**src/brent_root_finder_unit_assert.svh**
```systemverilog
// Assertion macros used by the root finder controller.
`ifndef BRENT_ROOT_FINDER_UNIT_ASSERT_SVH
`define BRENT_ROOT_FINDER_UNIT_ASSERT_SVH

// The condition must hold at every clock edge outside reset.
`define BRF_ASSERT_ALWAYS(lbl, clk, rst_n, cond, msg) \
    lbl: assert property (@(posedge clk) disable iff (!rst_n) (cond)) else $error(msg);

// The consequent must hold in the same cycle as the antecedent.
`define BRF_ASSERT_IMPLIES(lbl, clk, rst_n, ante, cons, msg) \
    lbl: assert property (@(posedge clk) disable iff (!rst_n) (ante) |-> (cons)) else $error(msg);

`endif

```
**src/brf_pkg.sv**
```systemverilog
// Shared types, constants and saturating fixed-point functions of the root finder.
package brf_pkg;

    localparam int W = 64;
    localparam int F = 32;
    localparam int ITER_BITS = 8;
    localparam int TOL_BITS = 63;

    typedef logic signed [W-1:0] t_word;
    typedef logic [W-1:0] t_uword;

    localparam t_word WMAX = {1'b0, {(W-1){1'b1}}};
    localparam t_word WMIN = {1'b1, {(W-1){1'b0}}};
    localparam t_word ONE = t_word'(t_uword'(1) << F);
    localparam t_uword EPS_TWICE = t_uword'(64'd737869762948);

    localparam logic CFG_TOLERANCE = 1'b0;
    localparam logic CFG_MAX_ITER = 1'b1;
    localparam logic [TOL_BITS-1:0] TOL_RESET = TOL_BITS'(4295);
    localparam logic [ITER_BITS-1:0] MAXIT_RESET = ITER_BITS'(200);

    typedef enum logic [4:0] {
        ST_WAIT, ST_OUT_PREV, ST_OUT_BEST, ST_OUT_FAIL, ST_OUT_ROOT,
        ST_IT_LIMIT, ST_SWAP, ST_MUL_GO, ST_MUL_WAIT, ST_DIV_GO, ST_DIV_WAIT,
        ST_XM, ST_CONV, ST_SIGN, ST_ACCEPT, ST_FINISH
    } t_state;

    typedef enum logic [1:0] {PH_IDLE, PH_LO, PH_HI, PH_ITER} t_phase;

    typedef enum logic [4:0] {
        OP_NONE, OP_START, OP_FPREV, OP_FBEST_HI, OP_FBEST, OP_REBRACKET, OP_SWAP,
        OP_MUL_GO, OP_MUL_WR, OP_DIV_GO, OP_DIV_WR, OP_XM, OP_BISECT, OP_SIGN,
        OP_SHIFT_STEP, OP_FINISH, OP_OUT_PREV, OP_OUT_BEST, OP_OUT_FAIL, OP_OUT_ROOT
    } t_op;

    typedef enum logic [3:0] {
        SEL_TOL, SEL_S, SEL_P_SEC, SEL_QQ, SEL_R, SEL_T1A, SEL_T1B, SEL_T2A,
        SEL_P, SEL_T1C, SEL_Q, SEL_M1, SEL_M2, SEL_M3, SEL_STEP
    } t_sel;

    typedef struct packed {
        t_op  op;
        t_sel sel;
    } t_cmd;

    typedef struct packed {
        logic iter_limit;
        logic start_same;
        logic converged;
        logic interp_ok;
        logic secant;
        logic accept;
        logic mul_done;
        logic div_done;
    } t_stat;

    function automatic t_word sadd(t_word x, t_word y);
        logic signed [W:0] s;
        s = {x[W-1], x} + {y[W-1], y};
        if (s[W] != s[W-1]) begin
            return s[W] ? WMIN : WMAX;
        end
        return s[W-1:0];
    endfunction

    function automatic t_word ssub(t_word x, t_word y);
        logic signed [W:0] s;
        s = {x[W-1], x} - {y[W-1], y};
        if (s[W] != s[W-1]) begin
            return s[W] ? WMIN : WMAX;
        end
        return s[W-1:0];
    endfunction

    function automatic t_word sneg(t_word x);
        return (x == WMIN) ? WMAX : -x;
    endfunction

    function automatic t_word sabs(t_word x);
        return x[W-1] ? sneg(x) : x;
    endfunction

    function automatic t_uword umag(t_word x);
        return x[W-1] ? (t_uword'(0) - t_uword'(x)) : t_uword'(x);
    endfunction

    function automatic t_word make_signed(t_uword m, logic neg, logic ovf);
        if (neg) begin
            if (ovf || m[W-1]) begin
                return WMIN;
            end
            return t_word'(t_uword'(0) - m);
        end
        if (ovf || m[W-1]) begin
            return WMAX;
        end
        return t_word'(m);
    endfunction

    function automatic logic same_sign(t_word x, t_word y);
        return (x > 0 && y > 0) || (x < 0 && y < 0);
    endfunction

    function automatic t_word half_diff(t_word x, t_word y);
        logic signed [W:0] d;
        logic [W:0] a;
        logic [W:0] h;
        d = {x[W-1], x} - {y[W-1], y};
        a = d[W] ? ((W+1)'(0) - $unsigned(d)) : $unsigned(d);
        h = a >> 1;
        return d[W] ? (t_word'(0) - t_word'(h[W-1:0])) : t_word'(h[W-1:0]);
    endfunction

endpackage

```
**src/brf_ctrl.sv**
```systemverilog
// Controller: handshakes, search phase and the step sequence of one iteration.
`include "brent_root_finder_unit_assert.svh"
module brf_ctrl (
    input  logic            i_clk,
    input  logic            i_rst_n,
    input  logic            i_s_tvalid,
    input  logic            i_kind,
    output logic            o_s_tready,
    output logic            o_m_tvalid,
    input  logic            i_m_tready,
    input  brf_pkg::t_stat  i_stat,
    output brf_pkg::t_cmd   o_cmd
);
    import brf_pkg::*;

    t_state r_state, n_state;
    t_phase r_phase, n_phase;
    t_sel   r_sel, n_sel;
    logic   r_m_tvalid, n_m_tvalid;
    logic   s_acc;
    logic   out_free;
    logic   out_issue;

    assign s_acc = i_s_tvalid && (r_state == ST_WAIT);
    assign out_free = !r_m_tvalid || i_m_tready;
    assign out_issue = out_free && (r_state == ST_OUT_PREV || r_state == ST_OUT_BEST ||
                                    r_state == ST_OUT_FAIL || r_state == ST_OUT_ROOT);

    always_comb begin
        n_state = r_state;
        n_phase = r_phase;
        n_sel = r_sel;
        n_m_tvalid = (r_m_tvalid && !i_m_tready) || out_issue;
        case (r_state)
            ST_WAIT: begin
                if (s_acc) begin
                    if (!i_kind) begin
                        n_phase = PH_LO;
                        n_state = ST_OUT_PREV;
                    end else begin
                        case (r_phase)
                            PH_LO: begin
                                n_phase = PH_HI;
                                n_state = ST_OUT_BEST;
                            end
                            PH_HI: n_state = i_stat.start_same ? ST_OUT_FAIL : ST_IT_LIMIT;
                            PH_ITER: n_state = ST_IT_LIMIT;
                            default: n_state = ST_OUT_FAIL;
                        endcase
                    end
                end
            end
            ST_OUT_PREV, ST_OUT_BEST: if (out_free) n_state = ST_WAIT;
            ST_OUT_FAIL, ST_OUT_ROOT: begin
                if (out_free) begin
                    n_state = ST_WAIT;
                    n_phase = PH_IDLE;
                end
            end
            ST_IT_LIMIT: n_state = i_stat.iter_limit ? ST_OUT_FAIL : ST_SWAP;
            ST_SWAP: begin
                n_state = ST_MUL_GO;
                n_sel = SEL_TOL;
            end
            ST_MUL_GO: n_state = ST_MUL_WAIT;
            ST_DIV_GO: n_state = ST_DIV_WAIT;
            ST_MUL_WAIT, ST_DIV_WAIT: begin
                if ((r_state == ST_MUL_WAIT && i_stat.mul_done) ||
                    (r_state == ST_DIV_WAIT && i_stat.div_done)) begin
                    n_state = ST_MUL_GO;
                    case (r_sel)
                        SEL_TOL: n_state = ST_XM;
                        SEL_S: begin
                            if (i_stat.secant) begin
                                n_sel = SEL_P_SEC;
                            end else begin
                                n_state = ST_DIV_GO;
                                n_sel = SEL_QQ;
                            end
                        end
                        SEL_QQ: begin
                            n_state = ST_DIV_GO;
                            n_sel = SEL_R;
                        end
                        SEL_R: n_sel = SEL_T1A;
                        SEL_T1A: n_sel = SEL_T1B;
                        SEL_T1B: n_sel = SEL_T2A;
                        SEL_T2A: n_sel = SEL_P;
                        SEL_P: n_sel = SEL_T1C;
                        SEL_T1C: n_sel = SEL_Q;
                        SEL_Q, SEL_P_SEC: n_state = ST_SIGN;
                        SEL_M1: n_sel = SEL_M2;
                        SEL_M2: n_sel = SEL_M3;
                        SEL_M3: n_state = ST_ACCEPT;
                        SEL_STEP: n_state = ST_FINISH;
                        default: n_state = ST_FINISH;
                    endcase
                end
            end
            ST_XM: n_state = ST_CONV;
            ST_CONV: begin
                if (i_stat.converged) begin
                    n_state = ST_OUT_ROOT;
                end else if (i_stat.interp_ok) begin
                    n_state = ST_DIV_GO;
                    n_sel = SEL_S;
                end else begin
                    n_state = ST_FINISH;
                end
            end
            ST_SIGN: begin
                n_state = ST_MUL_GO;
                n_sel = SEL_M1;
            end
            ST_ACCEPT: begin
                if (i_stat.accept) begin
                    n_state = ST_DIV_GO;
                    n_sel = SEL_STEP;
                end else begin
                    n_state = ST_FINISH;
                end
            end
            ST_FINISH: begin
                n_state = ST_OUT_BEST;
                n_phase = PH_ITER;
            end
            default: n_state = ST_WAIT;
        endcase
    end

    always_comb begin
        o_cmd.op = OP_NONE;
        o_cmd.sel = r_sel;
        o_s_tready = (r_state == ST_WAIT);
        case (r_state)
            ST_WAIT: begin
                if (s_acc) begin
                    if (!i_kind) begin
                        o_cmd.op = OP_START;
                    end else begin
                        case (r_phase)
                            PH_LO: o_cmd.op = OP_FPREV;
                            PH_HI: o_cmd.op = OP_FBEST_HI;
                            PH_ITER: o_cmd.op = OP_FBEST;
                            default: o_cmd.op = OP_NONE;
                        endcase
                    end
                end
            end
            ST_OUT_PREV: if (out_free) o_cmd.op = OP_OUT_PREV;
            ST_OUT_BEST: if (out_free) o_cmd.op = OP_OUT_BEST;
            ST_OUT_FAIL: if (out_free) o_cmd.op = OP_OUT_FAIL;
            ST_OUT_ROOT: if (out_free) o_cmd.op = OP_OUT_ROOT;
            ST_IT_LIMIT: if (!i_stat.iter_limit) o_cmd.op = OP_REBRACKET;
            ST_SWAP: o_cmd.op = OP_SWAP;
            ST_MUL_GO: o_cmd.op = OP_MUL_GO;
            ST_DIV_GO: o_cmd.op = OP_DIV_GO;
            ST_MUL_WAIT: if (i_stat.mul_done) o_cmd.op = OP_MUL_WR;
            ST_DIV_WAIT: if (i_stat.div_done) o_cmd.op = OP_DIV_WR;
            ST_XM: o_cmd.op = OP_XM;
            ST_CONV: begin
                if (!i_stat.converged && !i_stat.interp_ok) o_cmd.op = OP_BISECT;
            end
            ST_SIGN: o_cmd.op = OP_SIGN;
            ST_ACCEPT: o_cmd.op = i_stat.accept ? OP_SHIFT_STEP : OP_BISECT;
            ST_FINISH: o_cmd.op = OP_FINISH;
            default: o_cmd.op = OP_NONE;
        endcase
    end

    always_ff @(posedge i_clk) begin
        if (!i_rst_n) begin
            r_state <= ST_WAIT;
            r_phase <= PH_IDLE;
            r_sel <= SEL_TOL;
            r_m_tvalid <= 1'b0;
        end else begin
            r_state <= n_state;
            r_phase <= n_phase;
            r_sel <= n_sel;
            r_m_tvalid <= n_m_tvalid;
        end
    end

    assign o_m_tvalid = r_m_tvalid;

    `BRF_ASSERT_IMPLIES(a_no_overwrite, i_clk, i_rst_n, out_issue && r_m_tvalid, i_m_tready, "result overwritten before it was taken")
    `BRF_ASSERT_IMPLIES(a_mul_done_expected, i_clk, i_rst_n, i_stat.mul_done, r_state == ST_MUL_WAIT, "multiplier finished outside its wait state")
    `BRF_ASSERT_IMPLIES(a_div_done_expected, i_clk, i_rst_n, i_stat.div_done, r_state == ST_DIV_WAIT, "divider finished outside its wait state")
    `BRF_ASSERT_ALWAYS(a_no_accept_busy, i_clk, i_rst_n, !(o_s_tready && r_state != ST_WAIT), "input taken while an iteration runs")
endmodule

```
**config.mk**
```make
export PLATFORM = sky130hd
export DESIGN_NAME = brf_ctrl
export DESIGN_NICKNAME = d
export VERILOG_FILES = /design/src/brf_pkg.sv /design/src/brf_ctrl.sv
export VERILOG_INCLUDE_DIRS = /design/src /design/src/src
export SDC_FILE = /design/constraint.sdc
export NUM_CORES = 1
export LEC_CHECK = 0
export BUFFER_PORTS_ARGS = -buffer_cell sky130_fd_sc_hd__buf_2
export CAP_MARGIN = 20
export CELL_PAD_IN_SITES_DETAIL_PLACEMENT = 1
export CELL_PAD_IN_SITES_GLOBAL_PLACEMENT = 1
export CORE_MARGIN = 3
export CORE_UTILIZATION = 40
export DETAILED_ROUTE_END_ITERATION = 6
export PLACE_DENSITY_LB_ADDON = 0.1
export SLEW_MARGIN = 20
export SYNTH_ARGS = -nofsm -noshare
export SYNTH_HDL_FRONTEND = slang
export SYNTH_SLANG_ARGS = --single-unit
```
**constraint.sdc**
```tcl
create_clock -name i_clk -period 3.3 [get_ports i_clk]
set_input_delay 0 -clock i_clk [delete_from_list [all_inputs] [get_ports i_clk]]
set_output_delay 0 -clock i_clk [all_outputs]
set_load 0.05 [all_outputs]
```
==> metrics.txt, run 1 <==
outcome=finished, final reports clean; Synth Cell Area=1330 um^2; Area Growth Syn to Fin=7.53%; I/O pin count=24; final hold vios=0; Layout Nets=221; First-pass DRT Iterations=4; HP Class=primary input to flip-flop; YS warnings=0; Worst path top cell family by delay=simple AND/OR/NAND/NOR gates; Pleak=0.571 nW; WL/cell=16.3 um; largest net degree at the start of global routing=35; endpoint type of the worst setup path=flip-flop; clk slew on worst S/H paths=70 ps; Post-DRT Antenna Nets=0; PostCTS Resize Cnt=0; Crit Path Max Fanout=27; # hold bufs at CTS=0; library cells used by synthesis=50; clock tree buffer depth=2; Die X=approximately 64 um; diode count=0; maximum clock rate=0.450 GHz; critical path's slowest cell=dfxtp_1; fraction of layout cells with a size suffix above 1=17.3%; area post-placement=1400 um^2; maxcap violations=0; worst path cell trace=nor2b_1 > nand2b_1 > o22ai_1 > or3b_4 > o22ai_2; setup bufs post-CTS=0; Core Area=3100 um^2; EDFF count, synth=0; die area=4050 um^2; routed vias=1458; Slew HR=28.1%; initial antenna violation count=0; Congestion Overflow GR=0; Detail Placement HPWL=3.04 mm; Synth async-reset ratio=0%; vias in the first global route=1429; Worst Path Buf+Inv=0; Syn Nets=210; Tightest Pin Transition=1080 ps; Final Wtd Congestion=about 0.83; CTS tree=built; Starting Density=42.9%; post-route clock skew=1.33 ps; fillcell total=442; worst hold slack=around 55 ps; Num Clock Sinks=11; htree depth=1; top_reg_cell synth=dfxtp_1; pwr dens=about 460 nW/um^2; CP startpoint kind=flip-flop; final setup fails=0; # rows=20; violation count after the first detailed-route iteration=~110; first-pass GRT wire length=between 6 and 7 mm; worst-skew pair later-pin latency=270 ps; Non-Filler Instances=246; cts bufs inserted=3; CP max stage delay=890 ps; Setup TNS=0 ps; Slew Limit Fails=0; Place WS=about 1100 ps; gr usage total=a little over a fifth; root buf cell=clkbuf_4; final cycle utilization of the critical path=67.3%; setup ws final=1080 ps; fin area=1430 um^2; CP Class=flip-flop to flip-flop; Pwr Total=0.653 mW; data required time of the critical path=3500 ps; Port Buf Inserts=23; DRT Wirelength=4.02 mm; Post-Place Cells=242; RSZ-0062 raised after global routing=no; post-synthesis register bit count=11; CP arrival=between 2000 and 2500 ps; Syn Inst Count=192; final core utilization=a little under half; Worst IR Drop VDD=0.368 mV; Avg Vias per Cell=5.93; DR DRC count=0; die height=63.7 um; min cycle time layout=2220 ps; Synth Area per Inst=6.93 um^2; Seq/Total Area, Yosys=16.6%
## flip-flops by register name, summed over array words and instances (netlist names)
signal	flops
r_phase	2
o_m_tvalid	1
r_state	4
r_sel	4
## tightest hold or removal path, delay by kind of cell
family	cells	cell delay, ps
buffers and inverters	1	150
and+or+nand+nor	1	70
AOI/OAI and AO/OA	1	50
## placed cells by master (no fill, tap or decap), types with 4 or more instances in the layout
cell / n
buf_2: 23
a21oi_1: 19
nor2_1: 18
nand2_1: 14
o21ai_0: 12
dfxtp_1: 11
inv_1: 8
nand2b_1: 6
o31ai_1: 6
nand3_1: 6
nor2b_1: 5
o21ai_1: 5
a211oi_1: 5
ha_1: 5
nor3_1: 4
a211o_1: 4
## report_power, final
part           switching, mW  internal (mW)  leakage (nW)
clock                 0.0448         0.0468        0.0150
sequential            0.0602          0.147        0.0892
combinational          0.237          0.117         0.467
## worst paths after layout
path / from / end / slack [ps] / cells past startpoint
max: r_state[0] / r_state[0] / 1080 / 5
min: i_rst_n / r_sel[1] / 60 / 3
max reg2reg: r_state[0] / r_state[0] / 1080 / 5
min reg2reg: r_phase[1] / r_phase[1] / 510 / 2
## cell type report
type                            instances  area, um^2  share of cell area [%]
Sequential cell                        11         220                    15.4
Tap cell                               44        55.1                    3.85
Clock buffer                            4        26.3                    1.84
Inverter                               10        37.5                    2.62
Timing Repair Buffer                   23         115                    8.05
Multi-Input combinational cell        154         976                    68.2
## synth_stat cells (all sizes together) (2+ instances only)
cell type	number	area share [%]
a21oi	19	7.1
nor2	18	5.1
o21ai	17	6.4
nand2	15	4.4
buf	12	5.8
dfxtp	11	17
inv	10	2.8
nand3	7	3.0
nand2b	6	2.8
o31ai	6	3.4
a211oi	5	2.8
clkbuf	5	1.4
ha	5	4.7
nor2b	5	2.4
a211o	4	2.6
nor3	4	1.5
a21boi	3	1.7
and3b	3	2.0
o21a	3	1.7
o22ai	3	1.9
o32ai	3	2.0
a31oi	2	0.94
and2b	2	1.1
nand3b	2	1.1
nand4	2	0.94
nor3b	2	1.1
o211ai	2	1.5
or3	2	0.94
or3b	2	1.5
xor2	2	1.3
## logic make-up (layout without fill, tap and decap cells)
logic type,count (synthesis),after routing,synth area share [%]
compound gates,74,74,37.3
simple gates,71,71,28.4
buf+inv,27,37,10.1
flops,11,11,16.6
fa+ha+maj,5,5,4.70
xor+xnor,2,2,1.32
mux,2,2,1.60
## layer usage
| layer | wire length (um) | vias up | part of all wire (%) | track usage (%) |
|---|---|---|---|---|
| met2 | 1780 | 26 | 44 | 32.5 |
| met4 | 27 | 0 | 0.67 | 4.85 |
| met5 | 0 | - | 0 | 0 |
| li1 | - | 717 | - | - |
| met3 | 88 | 4 | 2.2 | 1.25 |
| met1 | 2120 | 711 | 53 | 31.6 |
No activity file was read; power rests on OpenSTA's default activity.
==> run 2: changes to the inputs <==
--- a/config.mk
+++ b/config.mk
@@ -11,7 +11,7 @@
 export CELL_PAD_IN_SITES_DETAIL_PLACEMENT = 1
 export CELL_PAD_IN_SITES_GLOBAL_PLACEMENT = 1
 export CORE_MARGIN = 3
-export CORE_UTILIZATION = 40
+export CORE_UTILIZATION = 39
 export DETAILED_ROUTE_END_ITERATION = 6
 export PLACE_DENSITY_LB_ADDON = 0.1
 export SLEW_MARGIN = 20
==> constraint.sdc (replaced) <==
create_clock -name i_clk -period 2.3 [get_ports i_clk]
set_input_delay 0 -clock i_clk [delete_from_list [all_inputs] [get_ports i_clk]]
set_output_delay 0 -clock i_clk [all_outputs]
set_load 0.05 [all_outputs]
==> metrics.txt, run 2 (synthesized netlist as in run 1, its figures left out) <==
outcome=finished, final reports clean; post-route clock skew=6.49 ps; Worst Path Buf+Inv=2; Pwr Total=about 0.99 mW; final setup fails=0; root buf cell=clkbuf_4; Pleak=0.609 nW; Non-Filler Instances=253; Final Wtd Congestion=0.805; die height=~64 um; worst-skew pair later-pin latency=270 ps; critical path's slowest cell=dfxtp_2; Worst path top cell family by delay=flip-flops; fillcell total=443; Slew HR=69.7%; Core Area=3150 um^2; final hold vios=0; commonest non-fill, non-tap cells in the layout=buf_2, a21oi_1, nor2_1, nand2_1, o21ai_0; Setup TNS=0 ps; diode count=0; Slew Limit Fails=0; Avg Vias per Cell=5.93; Worst IR Drop VDD=0.500 mV; gr usage total=21.6%; die area=roughly 4100 um^2; CP Class=flip-flop to output pin; clk slew on worst S/H paths=70 ps; Detail Placement HPWL=3.33 mm; CP arrival=1870 ps; largest net degree at the start of global routing=28; vias in the first global route=1495; Area Growth Syn to Fin=11.6%; Congestion Overflow GR=0; maximum clock rate=0.534 GHz; initial antenna violation count=0; Crit Path Max Fanout=27; most common cell after layout, fill and taps aside=buf_2; data required time of the critical path=2300 ps; Layout Nets=228; DRT Wirelength=4.27 mm; htree depth=1; CTS tree=built; Die X=approximately 64 um; cts bufs inserted=3; First-pass DRT Iterations=4; RSZ-0062 raised after global routing=no; # rows=20; CP max stage delay=610 ps; fraction of layout cells with a size suffix above 1=20.6%; largest registers=r_sel x4, r_state x4, r_phase x2; final core utilization=between 40% and 50%; Post-Place Cells=249; Tightest Pin Transition=454 ps; Starting Density=42.2%; final cycle utilization of the critical path=approximately four fifths; maxcap violations=0; endpoint type of the worst setup path=output pin; min cycle time layout=1870 ps; CP startpoint kind=flip-flop; HP Class=primary input to flip-flop; violation count after the first detailed-route iteration=~150; routed vias=around 1500; clock tree buffer depth=2; I/O pin count=24; DR DRC count=0; WL/cell=16.9 um; setup bufs post-CTS=0; pwr dens=665 nW/um^2; Port Buf Inserts=23; first-pass GRT wire length=7.27 mm; Num Clock Sinks=11; Post-DRT Antenna Nets=0; worst path cell trace=buf_4 > xor2_1 > a32oi_1 > o31ai_1 > buf_2
## run 2: cell types whose count changed in the layout (fill, tap and decap cells not counted)
cell / previous run / this run
buf_4: 0 / 7
dfxtp_1: 11 / 10
dfxtp_2: 0 / 1
## run 2: worst register-to-register path, delay by kind of cell (launching register included)
kind	cells	cell delay [ps]
AO/OA/AOI/OAI	4	920
flip-flops	1	570
AND/OR/NAND/NOR	1	260
## run 2: final cells by class
| cell class | instances | area (um^2) | area share [%] |
|---|---|---|---|
| Tap cell | 44 | 55.1 | 3.71 |
| Multi-Input combinational cell | 154 | 976 | 65.8 |
| Sequential cell | 11 | 221 | 14.9 |
| Clock buffer | 4 | 26.3 | 1.77 |
| Timing Repair Buffer | 30 | 168 | 11.3 |
| Inverter | 10 | 37.5 | 2.53 |
## run 2: final timing paths
path                    from    endpoint  slack, ps  cells past startpoint
hold reg to reg   r_phase[1]  r_phase[1]        520                      2
setup reg to reg    r_sel[1]  r_state[2]        440                      5
setup / recovery  r_state[2]    o_cmd[4]        430                      5
hold / removal       i_rst_n    r_sel[1]         60                      3
## run 2: stage by stage
stage	hold slack, ps	instance area, um^2	setup slack (ps)
2_1_floorplan	321	1330	85.0
3_3_place_gp	331	1460	443
3_5_place_dp	337	1460	311
4_1_cts	57.8	1480	154
5_1_grt	75.0	1480	208
6_report	60.0	1480	427
## run 2: layer usage
layer | vias up | GRT usage [%] | share of wire (%)
li1 | 734 | - | -
met4 | 0 | 4.75 | 1.0
met2 | 31 | 35.3 | 45
met5 | - | 0 | 0
met3 | 6 | 1.76 | 3.6
met1 | 730 | 30.7 | 50
## run 2: repair_timing
action	CTS	global route
setup endpoints to repair	0	1
hold buffers	0	0
gates resized for setup	0	1
## run 2: power by group
group | total [mW] | internal [mW] | switching (mW)
logic | 0.615 | 0.195 | 0.420
clock network | 0.132 | 0.0670 | 0.0653
registers | 0.239 | 0.211 | 0.0286
==> run 3: changes to the inputs <==
--- a/config.mk
+++ b/config.mk
@@ -11,7 +11,7 @@
 export CELL_PAD_IN_SITES_DETAIL_PLACEMENT = 1
 export CELL_PAD_IN_SITES_GLOBAL_PLACEMENT = 1
 export CORE_MARGIN = 3
-export CORE_UTILIZATION = 39
+export CORE_UTILIZATION = 36
 export DETAILED_ROUTE_END_ITERATION = 6
 export PLACE_DENSITY_LB_ADDON = 0.1
 export SLEW_MARGIN = 20
==> constraint.sdc (replaced) <==
create_clock -name i_clk -period 1.7 [get_ports i_clk]
set_input_delay 0 -clock i_clk [delete_from_list [all_inputs] [get_ports i_clk]]
set_output_delay 0 -clock i_clk [all_outputs]
set_load 0.05 [all_outputs]
==> metrics.txt, run 3 (synthesized netlist as in run 1, its figures left out) <==
most common cell after layout, fill and taps aside=buf_4; Post-Place Cells=268; Worst Path Buf+Inv=0; Starting Density=38.6%; Final Wtd Congestion=0.874; final cycle utilization of the critical path=97.5%; Post-DRT Antenna Nets=0; Num Clock Sinks=11; I/O pin count=24; clock tree buffer depth=2; final hold vios=0; worst reg2reg path depth=5; CP max stage delay=410 ps; Core Area=3440 um^2; htree depth=1; diode count=0; # rows=21; Worst Hold Launch=i_rst_n; Worst R2R End=r_state[2]; Critical Path Stages=5; fin area=1790 um^2; CP startpoint=r_sel[1]; setup ws final=43.0 ps; maximum clock rate=0.604 GHz; critical path's slowest cell=dfxtp_4; HP Class=primary input to flip-flop; routed vias=approximately 1600; pwr dens=964 nW/um^2; largest registers=r_sel x4, r_state x4, r_phase x2; first-pass GRT wire length=7.85 mm; Worst IR Drop VDD=0.753 mV; commonest non-fill, non-tap cells in the layout=buf_4, a21oi_1, buf_2, nor2_1, nand2_1; Pleak=0.753 nW; post-route clock skew=just over 6 ps; Avg Vias per Cell=5.71; area of the multi-input gates=1030 um^2; area post-placement=1630 um^2; data required time of the critical path=around 1800 ps; worst hold slack=78.7 ps; met3 WL post-DR=between 200 and 250 um; Register Area=240 um^2; vias in the first global route=1582; die height=66.8 um; cts bufs inserted=3; Layout Nets=249; fillcell total=between 400 and 500; outcome=finished, final reports clean; CP arrival=1790 ps; WL/cell=17.9 um; DR DRC count=0; final setup fails=0; CP Class=flip-flop to flip-flop; CTS tree=built; crit path capture=r_state[2]; Setup TNS=0 ps; Pwr Total=between 1.5 and 2 mW; maxcap violations=0; endpoint type of the worst setup path=flip-flop; Worst path top cell family by delay=compound AO/OA/AOI/OAI gates; Detail Placement HPWL=3.69 mm; root buf cell=clkbuf_8; RSZ-0062 raised after global routing=yes; clk slew on worst S/H paths=60 ps; min cycle time layout=about 1700 ps; reg2reg setup slack=40 ps; M1 WL=around 2.3 mm; met2 WL post-DR=2.38 mm; Non-Filler Instances=276; initial antenna violation count=0; Tightest Pin Transition=350 ps; Slew HR=76.6%; fraction of layout cells with a size suffix above 1=35.2%; final core utilization=52.0%; # hold bufs at CTS=0; violation count after the first detailed-route iteration=66; CP startpoint kind=flip-flop; Area Growth Syn to Fin=34.6%; worst path cell trace=and3b_1 > a2111oi_2 > o32ai_1 > a211oi_1 > o21ai_1; Die X=66.8 um; First-pass DRT Iterations=4; DRT Wirelength=4.93 mm; Crit Path Max Fanout=12; gr usage total=23.1%; largest net degree at the start of global routing=19; die area=4460 um^2; Slew Limit Fails=0; Congestion Overflow GR=0; Place WS=-165 ps; uppermost layer routed=met4; Port Buf Inserts=23; r2r startpoint=r_sel[1]; worst-skew pair later-pin latency=250 ps
-- run 3: cell count changes in the layout (fill, tap and decap cells not counted), moves of 3 or more --
cell / delta
clkbuf_8: +3
dfxtp_4: +4
buf_2: -5
dfxtp_2: +3
clkbuf_4: -3
buf_4: +19
dfxtp_1: -7
buf_6: +4
-- run 3: layout make-up --
class | instances | area share (%)
Timing Repair Buffer | 51 | 21.0
Sequential cell | 11 | 13.4
Clock buffer | 4 | 2.52
Tap cell | 46 | 3.21
Inverter | 10 | 2.31
Multi-Input combinational cell | 154 | 57.6
-- run 3: power breakdown --
part,switching (mW),internal (mW)
clock network,0.111,0.166
logic,0.646,0.465
registers,0.0458,0.292
total,0.804,0.923
-- run 3: worst min path at each step --
stage,end,slack (ps),cells past startpoint
final,r_sel[1],80,3
after CTS,r_sel[1],80,3
after global routing,r_sel[1],110,3
after floorplan,o_cmd[5],290,2
after global placement,r_sel[1],320,3
after detailed placement,r_sel[1],340,3
-- run 3: layer usage --
metal  global-route usage [%]  vias up
met2                     37.6       39
met3                     2.87        6
met5                        0        -
met4                     5.84        0
met1                     32.0      753
li1                         -      779
-- run 3: what timing repair did --
action,in CTS,in global routing
gates resized for setup,14,14
pin swaps,0,1
setup endpoints to repair,13,7
buffers inserted,0,4
-- run 3: tightest hold or removal path, cell delays in order --
cell	delay, ps
buf_2	150
nand2_1	70
o21ai_1	60
